**config.mk**
```make
export PLATFORM = sky130hd
export DESIGN_NAME = qdl_merge
export DESIGN_NICKNAME = d
export VERILOG_FILES = /design/src/rtl/core/qdl_pkg.sv /design/src/rtl/core/qdl_merge.sv
export SDC_FILE = /design/constraint.sdc
export NUM_CORES = 1
export LEC_CHECK = 0
export BUFFER_PORTS_ARGS = -buffer_cell sky130_fd_sc_hd__buf_2
export CAP_MARGIN = 20
export CORE_MARGIN = 2
export CORE_UTILIZATION = 50
export DETAILED_ROUTE_END_ITERATION = 8
export PLACE_DENSITY = 0.71
export SLEW_MARGIN = 25
export SYNTH_ARGS = -nofsm -noshare
export SYNTH_HDL_FRONTEND = slang
export SYNTH_SLANG_ARGS = --single-unit
```
**constraint.sdc**
```tcl
create_clock -name clock -period 16.99 [get_ports clock]
set_input_delay 1.699 -clock clock [delete_from_list [all_inputs] [get_ports clock]]
set_output_delay 1.699 -clock clock [all_outputs]
set_load 0.005 [all_outputs]
```
**src/rtl/core/qdl_pkg.sv**
```systemverilog
// ----------------------------------------------------------------------------
// qdl_pkg
// Shared types, constants and fixed-point helpers of the quantized dense
// layer multiply-accumulate block.
// ----------------------------------------------------------------------------
`timescale 1ns / 1ps

package qdl_pkg;

   localparam int LANES       = 4;
   localparam int NUM_WEIGHTS = 4;
   localparam int ACTIVE_MAX  = (LANES < NUM_WEIGHTS) ? LANES : NUM_WEIGHTS;
   localparam int OUT_SCALE   = 15;
   localparam int FIFO_DEPTH  = 8;
   localparam int FIFO_AW     = $clog2(FIFO_DEPTH);
   localparam int CNT_W       = $clog2(FIFO_DEPTH + 1);
   localparam int ADDR_W      = 5;

   localparam logic [2:0] ROWS_MAX = 3'(ACTIVE_MAX);

   localparam logic [2:0] REG_KERNEL_FRAC = 3'd0;
   localparam logic [2:0] REG_INPUT_FRAC  = 3'd1;
   localparam logic [2:0] REG_REC_FRAC    = 3'd2;
   localparam logic [2:0] REG_BIAS_FRAC   = 3'd3;
   localparam logic [2:0] REG_BIAS_EN     = 3'd4;
   localparam logic [2:0] REG_REC_EN      = 3'd5;

   typedef logic signed [5:0] shift_type;

   typedef struct packed {
      logic signed [15:0] in_value;
      logic signed [7:0]  weight_0;
      logic signed [7:0]  weight_1;
      logic signed [7:0]  weight_2;
      logic signed [7:0]  weight_3;
      logic signed [15:0] bias_0;
      logic signed [15:0] bias_1;
      logic signed [15:0] bias_2;
      logic signed [15:0] bias_3;
      logic [2:0]         rows_in_group;
      logic               phase_recurrent;
      logic               last_element;
   } req_type;

   typedef struct packed {
      logic signed [31:0] result_0;
      logic signed [31:0] result_1;
      logic signed [31:0] result_2;
      logic signed [31:0] result_3;
      logic [2:0]         rows_valid;
   } rsp_type;

   typedef struct packed {
      logic             valid;
      logic             is_final;
      logic             rescale;
      logic [LANES-1:0] active;
      logic [2:0]       rows;
      logic             bias_en;
      shift_type        rescale_shift;
      shift_type        bias_shift;
      shift_type        align_shift;
      shift_type        out_shift;
   } ctl_type;

   // Positive s clamps to the range that survives a left shift by s, then
   // shifts; negative s is an arithmetic right shift.
   function automatic logic signed [31:0] sat_shift(input logic signed [31:0] x,
                                                    input shift_type s);
      logic [5:0]         neg;
      logic [4:0]         amt;
      logic signed [31:0] hi_part;
      logic               ovf;
      logic signed [31:0] r;
      neg     = 6'(-s);
      amt     = s[4:0];
      hi_part = x >>> (5'd31 - amt);
      ovf     = (hi_part != '0) && (hi_part != '1);
      if (s == '0) begin
         r = x;
      end else if (s < 0) begin
         r = x >>> ((neg > 6'd31) ? 5'd31 : neg[4:0]);
      end else if (ovf) begin
         r = x[31] ? 32'sh8000_0000 : $signed((32'h7FFF_FFFF >> amt) << amt);
      end else begin
         r = x <<< amt;
      end
      return r;
   endfunction

   function automatic logic signed [31:0] align_bias(input logic signed [15:0] b,
                                                     input shift_type s);
      logic signed [31:0] bx;
      logic [5:0]         neg;
      logic signed [31:0] r;
      bx  = {{16{b[15]}}, b};
      neg = 6'(-s);
      if (s >= 0) begin
         r = bx <<< s[4:0];
      end else begin
         r = bx >>> ((neg > 6'd31) ? 5'd31 : neg[4:0]);
      end
      return r;
   endfunction

endpackage

```
**src/rtl/core/qdl_merge.sv**
```systemverilog
// ----------------------------------------------------------------------------
// qdl_merge
// Collects the lane results of one final beat into a result beat and
// queues it in a small output FIFO.
// ----------------------------------------------------------------------------
`timescale 1ns / 1ps

module qdl_merge
   import qdl_pkg::*;
(
   input  logic               clock,
   input  logic               reset,
   input  logic               push,
   input  logic signed [31:0] lane_result [LANES],
   input  logic [2:0]         rows,
   output logic               rsp_valid,
   input  logic               rsp_ready,
   output rsp_type            rsp_data
);

   rsp_type            mem_ff [FIFO_DEPTH];
   logic [FIFO_AW-1:0] wr_ptr_ff;
   logic [FIFO_AW-1:0] rd_ptr_ff;
   logic [CNT_W-1:0]   count_ff;
   rsp_type            entry;
   logic               pop;

   always_comb begin
      entry            = '0;
      entry.rows_valid = rows;
      for (int j = 0; j < LANES; j++) begin
         case (j)
            0: entry.result_0 = lane_result[j];
            1: entry.result_1 = lane_result[j];
            2: entry.result_2 = lane_result[j];
            3: entry.result_3 = lane_result[j];
            default: ;
         endcase
      end
   end

   assign pop       = rsp_valid && rsp_ready;
   assign rsp_valid = (count_ff != '0);
   assign rsp_data  = mem_ff[rd_ptr_ff];

   always_ff @(posedge clock) begin
      if (push) begin
         mem_ff[wr_ptr_ff] <= entry;
      end
   end

   always_ff @(posedge clock) begin
      if (reset) begin
         wr_ptr_ff <= '0;
         rd_ptr_ff <= '0;
         count_ff  <= '0;
      end else begin
         if (push) begin
            wr_ptr_ff <= wr_ptr_ff + 1'b1;
         end
         if (pop) begin
            rd_ptr_ff <= rd_ptr_ff + 1'b1;
         end
         count_ff <= count_ff + CNT_W'(push) - CNT_W'(pop);
      end
   end

   a_no_overflow: assert property (@(posedge clock) disable iff (reset)
      push |-> (count_ff < CNT_W'(FIFO_DEPTH)))
      else $error("result FIFO written while full");

endmodule

```
==> qor.txt <==
======================================================================================
Clock slew at the register clock pins of the worst setup and hold paths        0.06 ns
RSZ-0062 raised after global routing                                                no
Unique cell type count in the Yosys netlist                                         25
Area inside the core boundary                                              79000 sq um
Most frequent CP cell                                                     sky130_fd_sc_hd__buf_4
Multi-input logic area                                                      7780 sq um
Post-Syn Area                                                              39900 sq um
Maximum vdd drop                                                               88.7 uV
Maximum buffer depth of the clock tree                                               3
Initial Util                                                                     50.6%
Slew at the pin closest to its max-slew limit                                  1.05 ns
Count of buffers inserted at the top-level ports                                   266
Most used cells in the layout excluding fill and tap cells                sky130_fd_sc_hd__edfxtp_1, sky130_fd_sc_hd__buf_2, sky130_fd_sc_hd__mux4_2
Die width                                                                  287 microns
DR iter-0 viols                                                                   1481
Most frequent standard cell in the layout excluding fill and tap cells    sky130_fd_sc_hd__edfxtp_1
Number of buffers created by CTS                                                   104
Max-cap violations                                                                   0
Req. time, crit path                                                          15.29 ns
FP Rows                                                                            103
Post-Syn Nets                                                                     1732
Placed inst area                                                           42400 sq um
Mapped Avg Cell Area                                                        25.1 sq um
Sort of element at the end of the critical path                           primary output
Filler Cells Inserted                                                             5557
Final-stage net count                                                             2054
Setup slack after layout                                                      10.38 ns
Final hold violation count                                                           0
Slowest stage cell, crit path                                             sky130_fd_sc_hd__dfxtp_4
Via density per instance                                                          5.71
Area of all placed cells without fillers                                   45700 sq um
Max Clock Skew                                                               0.0201 ns
Via count                                                                        17400
Total of hold buffers inserted after clock tree synthesis                            0
Type of the worst min-delay path                                            reg -> reg
Arrival time worst endpoint                                                    4.91 ns
Minimum period implied by the final worst setup slack                          6.61 ns
Clock H-tree levels                                                                  3
Buffer type at the clock tree root                                        sky130_fd_sc_hd__clkbuf_16
Clock Latency Late Sink                                                        0.66 ns
Global-route wire length before repair                                    115000 microns
Overflow left after global routing                                                   0
Register bit total from synthesis                                                 1061
Setup total negative slack                                                        0 ns
Leak pwr                                                                       14.4 nW
WS Path Type                                                                reg -> out
Count of boundary I/O pins                                                         267
Total Die Area                                                             82200 sq um
Number of detailed-routing iterations run before antenna repair                      4
Fmax                                                                         0.151 GHz
Share of Yosys cell area claimed by the top area cell type                       78.8%
Initial antenna violation count                                                     16
Number of remaining DRC errors                                                       0
Global router's overall resource usage                                           18.7%
Number of warnings printed during yosys synthesis                                    0
Wirelength, routed                                                        76400 microns
Synth top area cells                                                      sky130_fd_sc_hd__edfxtp_1, sky130_fd_sc_hd__mux4_2, sky130_fd_sc_hd__mux2_2
Highest net fanout along the worst path                                             47
Result of the run                                                         finished, final reports clean
Delay of the slowest cell on the worst path                                    0.97 ns
Ratio of total power to cell area                                          129 nW/um^2
Worst setup slack after placement                                             10.62 ns
Synth area leader                                                         sky130_fd_sc_hd__edfxtp_1
Cell total after placement                                                        2856
HPWL after detailed placement                                             38900 microns
Clock tree from TritonCTS                                                          yes
Crit start category                                                               flop
Critical-path cell list                                                   buf_6 > buf_4 > buf_4 > mux4_2 > mux2_2 > buf_2
Sequential Area                                                            31700 sq um
Post-Route Hold Slack                                                         0.527 ns
Max Transition Viols Final                                                           0
Overall die height                                                         287 microns
Ratio of cells with drive above 1 in the final layout                            42.2%
Routability-driven placement congestion ratio                                    0.709
Signed area change from the synthesized netlist to the final layout              14.5%
Largest net degree at the start of global routing                                  132
Pwr Total                                                                      5.89 mW
CTS Sinks                                                                         1061
Final number of setup-violating endpoints                                            0
Cell Count, Final, Fillers Out                                                    3050
Detailed-route wire length per cell                                       25.0 microns
Final standard cell utilization of the core                                      57.9%
Worst rel slew slack                                                             30.3%
Synthesized instance count                                                        1590
Number of global-route vias before repair                                        18900
Register area share after synthesis                                              79.4%
DRT antenna net count                                                                0
Fraction of the cycle the final worst path needs                                 38.9%
Post_cts resized                                                                     0
# Post-CTS Setup Buffers                                                             0
======================================================================================
-- cells by family after synthesis --
kind of cell               share of synthesized area [%]
DFF                                                 79.4
muxes                                               18.5
buffers and inverters                               1.22
and+or+nand+nor                                    0.360
AOI/OAI and AO/OA                                  0.135
adders and majority gates                          0.238
xor gates and xnor gates                          0.0658
-- critical path: cells and delay by family, from the launching register on --
family	cells	cell delay (ns)
buffers and inverters	4	2.28
DFF	1	0.97
muxes	2	0.89
-- sequential cells by signal, summed over array words and instances, names as in the netlist, named ones only --
signal,cells
mem_ff,1048
count_ff,4
rd_ptr_ff,3
wr_ptr_ff,3
-- layout make-up --
| class | count | area share [%] |
|---|---|---|
| Multi-Input combinational cell | 447 | 17.0 |
| Antenna cell | 6 | 0.0328 |
| Inverter | 8 | 0.0657 |
| Tap cell | 1050 | 2.87 |
| Clock inverter | 64 | 1.22 |
| Clock buffer | 124 | 5.90 |
| Timing Repair Buffer | 290 | 3.48 |
| Sequential cell | 1061 | 69.4 |
-- metal layers --
layer	share of wire, %	routed length [microns]	global-route usage, %	vias up
met4	1.5	1180	4.45	24
met5	0.21	158	0	-
met1	40	30800	24.5	9352
li1	-	-	-	7479
met3	6.8	5160	4.77	112
met2	51	39000	31.8	453
-- Yosys cell counts --
cell / number
sky130_fd_sc_hd__a21oi_1: 6
sky130_fd_sc_hd__buf_6: 20
sky130_fd_sc_hd__nor2b_1: 2
sky130_fd_sc_hd__nand3_1: 3
sky130_fd_sc_hd__xnor2_1: 1
sky130_fd_sc_hd__mux2_2: 133
sky130_fd_sc_hd__or3_1: 1
sky130_fd_sc_hd__ha_1: 6
sky130_fd_sc_hd__nor2_1: 13
sky130_fd_sc_hd__xor2_1: 2
sky130_fd_sc_hd__clkbuf_1: 19
sky130_fd_sc_hd__nor3b_1: 1
sky130_fd_sc_hd__o21ai_0: 3
sky130_fd_sc_hd__inv_1: 8
sky130_fd_sc_hd__nor3_1: 2
sky130_fd_sc_hd__mux4_2: 262
sky130_fd_sc_hd__a31o_2: 1
sky130_fd_sc_hd__nand2_1: 5
sky130_fd_sc_hd__edfxtp_1: 1048
sky130_fd_sc_hd__mux2i_1: 1
sky130_fd_sc_hd__fa_1: 1
sky130_fd_sc_hd__buf_2: 25
sky130_fd_sc_hd__buf_1: 10
sky130_fd_sc_hd__dfxtp_1: 13
sky130_fd_sc_hd__nand2b_1: 4
-- where the power goes --
part	leakage (nW)	switching [mW]	total, mW	internal, mW
logic	3.18	0.345	0.729	0.384
registers	9.63	0.0456	3.00	2.95
clock network	1.59	0.939	2.17	1.23
total	14.4	1.33	5.89	4.56
-- worst paths after layout --
path | from | to | slack (ns) | depth (start not counted)
worst max-delay path | flop | rsp_data[103] | 10.38 | 6
worst min-delay path | rd_ptr_ff[2] | rd_ptr_ff[2] | 0.53 | 2
worst max register to register | wr_ptr_ff[0] | mem_ff[3][94] | 14.27 | 4
worst min register to register | rd_ptr_ff[2] | rd_ptr_ff[2] | 0.53 | 2
No activity file was read; power rests on OpenSTA's default activity.
