**src/rtl/core/qdl_pkg.sv**
```systemverilog
// ----------------------------------------------------------------------------
// qdl_pkg
// Shared types, constants and fixed-point helpers of the quantized dense
// layer multiply-accumulate block.
// ----------------------------------------------------------------------------
`timescale 1ns / 1ps

package qdl_pkg;

   localparam int LANES       = 4;
   localparam int NUM_WEIGHTS = 4;
   localparam int ACTIVE_MAX  = (LANES < NUM_WEIGHTS) ? LANES : NUM_WEIGHTS;
   localparam int OUT_SCALE   = 15;
   localparam int FIFO_DEPTH  = 8;
   localparam int FIFO_AW     = $clog2(FIFO_DEPTH);
   localparam int CNT_W       = $clog2(FIFO_DEPTH + 1);
   localparam int ADDR_W      = 5;

   localparam logic [2:0] ROWS_MAX = 3'(ACTIVE_MAX);

   localparam logic [2:0] REG_KERNEL_FRAC = 3'd0;
   localparam logic [2:0] REG_INPUT_FRAC  = 3'd1;
   localparam logic [2:0] REG_REC_FRAC    = 3'd2;
   localparam logic [2:0] REG_BIAS_FRAC   = 3'd3;
   localparam logic [2:0] REG_BIAS_EN     = 3'd4;
   localparam logic [2:0] REG_REC_EN      = 3'd5;

   typedef logic signed [5:0] shift_type;

   typedef struct packed {
      logic signed [15:0] in_value;
      logic signed [7:0]  weight_0;
      logic signed [7:0]  weight_1;
      logic signed [7:0]  weight_2;
      logic signed [7:0]  weight_3;
      logic signed [15:0] bias_0;
      logic signed [15:0] bias_1;
      logic signed [15:0] bias_2;
      logic signed [15:0] bias_3;
      logic [2:0]         rows_in_group;
      logic               phase_recurrent;
      logic               last_element;
   } req_type;

   typedef struct packed {
      logic signed [31:0] result_0;
      logic signed [31:0] result_1;
      logic signed [31:0] result_2;
      logic signed [31:0] result_3;
      logic [2:0]         rows_valid;
   } rsp_type;

   typedef struct packed {
      logic             valid;
      logic             is_final;
      logic             rescale;
      logic [LANES-1:0] active;
      logic [2:0]       rows;
      logic             bias_en;
      shift_type        rescale_shift;
      shift_type        bias_shift;
      shift_type        align_shift;
      shift_type        out_shift;
   } ctl_type;

   // Positive s clamps to the range that survives a left shift by s, then
   // shifts; negative s is an arithmetic right shift.
   function automatic logic signed [31:0] sat_shift(input logic signed [31:0] x,
                                                    input shift_type s);
      logic [5:0]         neg;
      logic [4:0]         amt;
      logic signed [31:0] hi_part;
      logic               ovf;
      logic signed [31:0] r;
      neg     = 6'(-s);
      amt     = s[4:0];
      hi_part = x >>> (5'd31 - amt);
      ovf     = (hi_part != '0) && (hi_part != '1);
      if (s == '0) begin
         r = x;
      end else if (s < 0) begin
         r = x >>> ((neg > 6'd31) ? 5'd31 : neg[4:0]);
      end else if (ovf) begin
         r = x[31] ? 32'sh8000_0000 : $signed((32'h7FFF_FFFF >> amt) << amt);
      end else begin
         r = x <<< amt;
      end
      return r;
   endfunction

   function automatic logic signed [31:0] align_bias(input logic signed [15:0] b,
                                                     input shift_type s);
      logic signed [31:0] bx;
      logic [5:0]         neg;
      logic signed [31:0] r;
      bx  = {{16{b[15]}}, b};
      neg = 6'(-s);
      if (s >= 0) begin
         r = bx <<< s[4:0];
      end else begin
         r = bx >>> ((neg > 6'd31) ? 5'd31 : neg[4:0]);
      end
      return r;
   endfunction

endpackage

```
**src/rtl/core/qdl_lane.sv**
```systemverilog
// ----------------------------------------------------------------------------
// qdl_lane
// One output row: 16x8 product, wrapping 32-bit accumulator with the
// phase-end rescale, and the final align, bias and output rescale stages.
// ----------------------------------------------------------------------------
`timescale 1ns / 1ps

module qdl_lane
   import qdl_pkg::*;
(
   input  logic               clock,
   input  logic               reset,
   input  logic               load,
   input  logic signed [15:0] x,
   input  logic signed [7:0]  w,
   input  logic signed [15:0] bias,
   input  ctl_type            s1,
   input  logic               act1,
   input  ctl_type            s2,
   input  ctl_type            s4,
   input  logic               act4,
   output logic signed [31:0] result
);

   logic signed [23:0] prod_ff;
   logic signed [15:0] bias_ff;
   logic signed [31:0] acc_ff;
   logic               pend_ff;
   shift_type          pshift_ff;
   logic signed [31:0] fin_ff;
   logic signed [31:0] bsh_ff;
   logic signed [31:0] al_ff;
   logic signed [31:0] b2_ff;
   logic signed [31:0] tot_ff;
   logic signed [31:0] res_ff;

   logic signed [31:0] base;
   logic signed [31:0] addend;
   logic signed [31:0] sum;

   always_comb begin
      base   = pend_ff ? sat_shift(acc_ff, pshift_ff) : acc_ff;
      addend = (s1.valid && act1) ? {{8{prod_ff[23]}}, prod_ff} : '0;
      sum    = base + addend;
   end

   always_ff @(posedge clock) begin
      if (load) begin
         prod_ff <= w * x;
         bias_ff <= bias;
      end
      pshift_ff <= s1.rescale_shift;
      fin_ff    <= sum;
      bsh_ff    <= align_bias(bias_ff, s1.bias_shift);
      al_ff     <= sat_shift(fin_ff, s2.align_shift);
      b2_ff     <= s2.bias_en ? bsh_ff : '0;
      tot_ff    <= al_ff + b2_ff;
      res_ff    <= act4 ? sat_shift(tot_ff, s4.out_shift) : '0;
   end

   always_ff @(posedge clock) begin
      if (reset) begin
         acc_ff  <= '0;
         pend_ff <= 1'b0;
      end else if (s1.valid && s1.is_final) begin
         acc_ff  <= '0;
         pend_ff <= 1'b0;
      end else begin
         acc_ff  <= sum;
         pend_ff <= s1.valid && act1 && s1.rescale;
      end
   end

   assign result = res_ff;

   a_clear_after_final: assert property (@(posedge clock) disable iff (reset)
      (s1.valid && s1.is_final) |=> (acc_ff == '0 && !pend_ff))
      else $error("accumulator not cleared after a final beat");

endmodule

```
**config.mk**
```make
export PLATFORM = sky130hd
export DESIGN_NAME = qdl_lane
export DESIGN_NICKNAME = d
export VERILOG_FILES = /design/src/rtl/core/qdl_pkg.sv /design/src/rtl/core/qdl_lane.sv
export SDC_FILE = /design/constraint.sdc
export NUM_CORES = 2
export LEC_CHECK = 0
export BUFFER_PORTS_ARGS = -buffer_cell sky130_fd_sc_hd__buf_2
export CAP_MARGIN = 25
export CORE_MARGIN = 2
export CORE_UTILIZATION = 45
export CTS_CLUSTER_SIZE = 30
export DETAILED_ROUTE_END_ITERATION = 10
export SETUP_SLACK_MARGIN = 0.05
export SYNTH_ARGS = -nofsm -noshare
export SYNTH_HDL_FRONTEND = slang
export SYNTH_SLANG_ARGS = --single-unit
```
**constraint.sdc**
```tcl
create_clock -name clock -period 8.4 [get_ports clock]
set_input_delay 1.26 -clock clock [delete_from_list [all_inputs] [get_ports clock]]
set_output_delay 1.26 -clock clock [all_outputs]
set_load 0.005 [all_outputs]
```
==> flow_summary_export.csv <==
group,metric,value,unit
power_and_ir_drop,powerDensity,233,mW/mm^2
timing,setup_tns,0,ns
worst_setup_path,worstPathMaxFanout,48,
detailed_routing,vias,32900,
clocking,cts_tree,"yes",
power_and_ir_drop,pwr-share-comb,0.550,
synth,synth_nets,4580,
run_status,run_status,"completed",
place,io_buffers,104,
detailed_routing,routed_wl,119000,um
power_and_ir_drop,internal_power,4.54,mW
layout,layout.nets,4423,
timing,drv_slew,0,
timing,fin_crit,7.52,ns
floorplan,dieArea,0.0790,mm^2
floorplan,coreArea,0.0759,mm^2
detailed_routing,drc,0,
clocking,cts_buffer_depth,3,
detailed_routing,routedWlPerCell,23.3,um
place,place_hpwl,87500,um
timing,worst_clock_skew,0.0161,ns
clocking,root_buffer,"clkbuf_16",
worst_setup_path,r2r-start,"pshift_ff[1]",
place,gp_congestion,1.00,
synth,synth_area_leader_cell,"dfxtp_1",
worst_setup_path,cp.arrival,8.02,ns
power_and_ir_drop,seqPwrFrac,0.284,
clocking,cts.sinks,271,
synth,synth_flop_cell,"dfxtp_1",
synth,yosys_warnings,0,
synth,async_flop_share,0,
worst_setup_path,crit_type,"reg -> reg",
clocking,cts_buffers,31,
synth,synth_seq_cells,271,
detailed_routing,viasPerCell,6.45,
clocking,cts_hold_buf,0,
floorplan,die-height,281,um
worst_setup_path,startpoint,"pshift_ff[1]",
synth,yosys.cell_types.count,100,
power_and_ir_drop,netSwitchingFraction,0.468,
detailed_routing,drtAntennaViolNets,0,
detailed_routing,dr.pass1.iters,6,
power_and_ir_drop,switching_power,4.00,mW
timing,worst_slew_pin_slew,0.982,ns
worst_setup_path,rrSetupSlack,0.88,ns
global_route,overflow,0,
timing,relSlewSlack,0.345,
global_route,track_usage,0.294,
timing,setup_violations,0,
timing,rsz0062_at_grt,"false",
global_route,antenna_found_initial,4,
worst_setup_path,crit_required,8.90,ns
layout,drive_gt1_frac,0.136,
synth,synth_enable_flop_cells,40,
clocking,cts_max_level,1,
worst_setup_path,end_kind,"flop",
layout,stdcell_count,5102,
floorplan,initial_core_util,0.455,
global_route,first_global_vias,30790,
min_path,worstHoldStart,"bsh_ff[5]",
synth,synth-seq-area-share,0.169,
synth,syn_area_per_cell,8.22,um^2
synth,syn_area,0.0346,mm^2
clocking,cts_setup_buffers,0,
timing,period_share,0.896,
power_and_ir_drop,peakVddDrop,210,uV
worst_setup_path,startpoint_type,"flop",
global_route,grt_first_pass_wirelength,184000,um
floorplan,rows,101,
detailed_routing,drt_iter0_markers,4474,
synth,synthDominantCellAreaShare,0.134,
timing,finalHoldViolCount,0,
clocking,cts_resized,0,
synth,syn-instance-count,4203,
place,place_inst,5038,
clocking,path_clk_slew,0.07,ns
synth,yosys-top-cells-area,"dfxtp_1, mux4_2, mux2i_1, fa_1, a21oi_1",
timing,clock.fmax,0.133,GHz
floorplan,die_w,281,um
run,max_cap_viol_count,0,
power_and_ir_drop,leakagePower,14.8,nW
floorplan,pin_count,182,
clocking,clk_latency,0.62,ns
power_and_ir_drop,power_frac_clock,0.166,
min_path,hp-class,"reg -> reg",
layout,area_growth,5.91,%
global_route,grt_max_degree,74,
==> metrics by stage <==
step                      power, mW  utilization  hold WS, ns  instance area (um^2)  setup WS, ns
after floorplan                5.55            -        0.406                 34600          1.64
after global placement         6.96        0.467        0.418                 35400          1.07
after detailed placement       6.99        0.467        0.417                 35400          1.04
after CTS                      8.45        0.481        0.436                 36500          1.02
after global routing           9.10        0.482        0.443                 36600         0.444
final                          8.54        0.482        0.432                 36600         0.877
==> routing by layer <==
| layer | part of all wire | track usage | vias to the layer above |
|---|---|---|---|
| li1 | - | - | 15162 |
| met1 | 0.44 | 0.427 | 15917 |
| met2 | 0.44 | 0.446 | 1620 |
| met3 | 0.098 | 0.0520 | 197 |
| met4 | 0.025 | 0.0794 | 4 |
| met5 | 0.00019 | 0 | - |
==> state kept, by name (all words and copies together) (netlist names) <==
signal	flops
bias_ff	16
pend_ff	1
al_ff	32
tot_ff	32
bsh_ff	32
pshift_ff	6
acc_ff	32
fin_ff	32
result	32
b2_ff	32
prod_ff	24
==> layout make-up <==
| cell class | instances | area, um^2 |
|---|---|---|
| clock buffer | 33 | 793 |
| multi-input combinational | 3362 | 26500 |
| clock inverter | 25 | 308 |
| fill | 7471 | 39300 |
| tap | 1030 | 1290 |
| antenna | 1 | 2.50 |
| inverter | 205 | 769 |
| timing repair buffer | 175 | 1100 |
| sequential | 271 | 5840 |
==> synth_stat cells, types with 38 or more instances <==
cell      instances
buf_2            71
mux2_2           93
inv_1           189
nand3_1          88
fa_1            105
edfxtp_1         40
dfxtp_1         231
nand2_1         385
mux2i_1         346
clkbuf_1        239
nor2_1          347
and3_1           49
mux4_2          160
nor3_1           79
a21oi_1         306
nor2b_1          52
o211ai_1         38
ha_1            122
and2_1          162
a21o_1           48
o21ai_0         232
a211oi_1         81
xnor2_1          70
a31oi_1          58
o22ai_1          41
==> layout by cell type (no fill, tap or decap), types with 49 or more instances in the layout <==
cell        n
a211oi_1   81
a21oi_1   301
a31oi_1    57
and2_1    162
and3_1     49
buf_2     103
buf_4      69
dfxtp_1   226
fa_1      105
ha_1      122
inv_1     189
mux2_2     93
mux2i_1   346
mux4_2    160
nand2_1   385
nand3_1    88
nor2_1    346
nor2b_1    52
nor3_1     79
o21ai_0   232
xnor2_1    70
==> power by group through the flow <==
stage | combinational [mW] | clock [mW] | sequential [mW]
after global routing | 5.16 | 1.51 | 2.44
after CTS | 4.62 | 1.46 | 2.38
after detailed placement | 4.59 | 0 | 2.40
after global placement | 4.56 | 0 | 2.40
after floorplan | 3.68 | 0 | 1.87
final | 4.70 | 1.42 | 2.42
==> cell families (layout without fill, tap and decap cells) <==
kind of cell	count (synthesis)	in the layout	share of synthesized area
other	0	1	0
XOR/XNOR	88	88	0.0223
flip-flops	271	271	0.169
AO/OA/AOI/OAI	1137	1137	0.216
multiplexers	607	607	0.240
adder cells (fa/ha/maj)	227	227	0.105
AND/OR/NAND/NOR	1303	1303	0.180
buffers and inverters	570	438	0.0683
==> worst paths after layout <==
path / endpoint / cells past startpoint
max: fin_ff[31] / 22
min: b2_ff[5] / 1
max reg2reg: fin_ff[31] / 22
min reg2reg: b2_ff[5] / 1
==> critical path, stage by stage (launching register included) <==
cell       delay, ns
dfxtp_4         0.80
buf_4           0.43
mux2i_1         0.23
mux4_2          0.58
o32ai_1         0.45
o21ai_1         0.16
o32a_1          0.38
a211oi_2        0.28
a21oi_4         0.15
buf_4           0.32
nor2b_1         0.16
a31oi_1         0.09
o21ai_0         0.60
ha_1            0.42
a21oi_1         0.25
a211o_1         0.17
a31oi_1         0.07
a31o_2          0.28
a211oi_1        0.32
o21ai_0         0.20
a2111oi_0       0.69
nor2_1          0.13
xor2_1          0.17
Power figures use the tool's default switching activity.
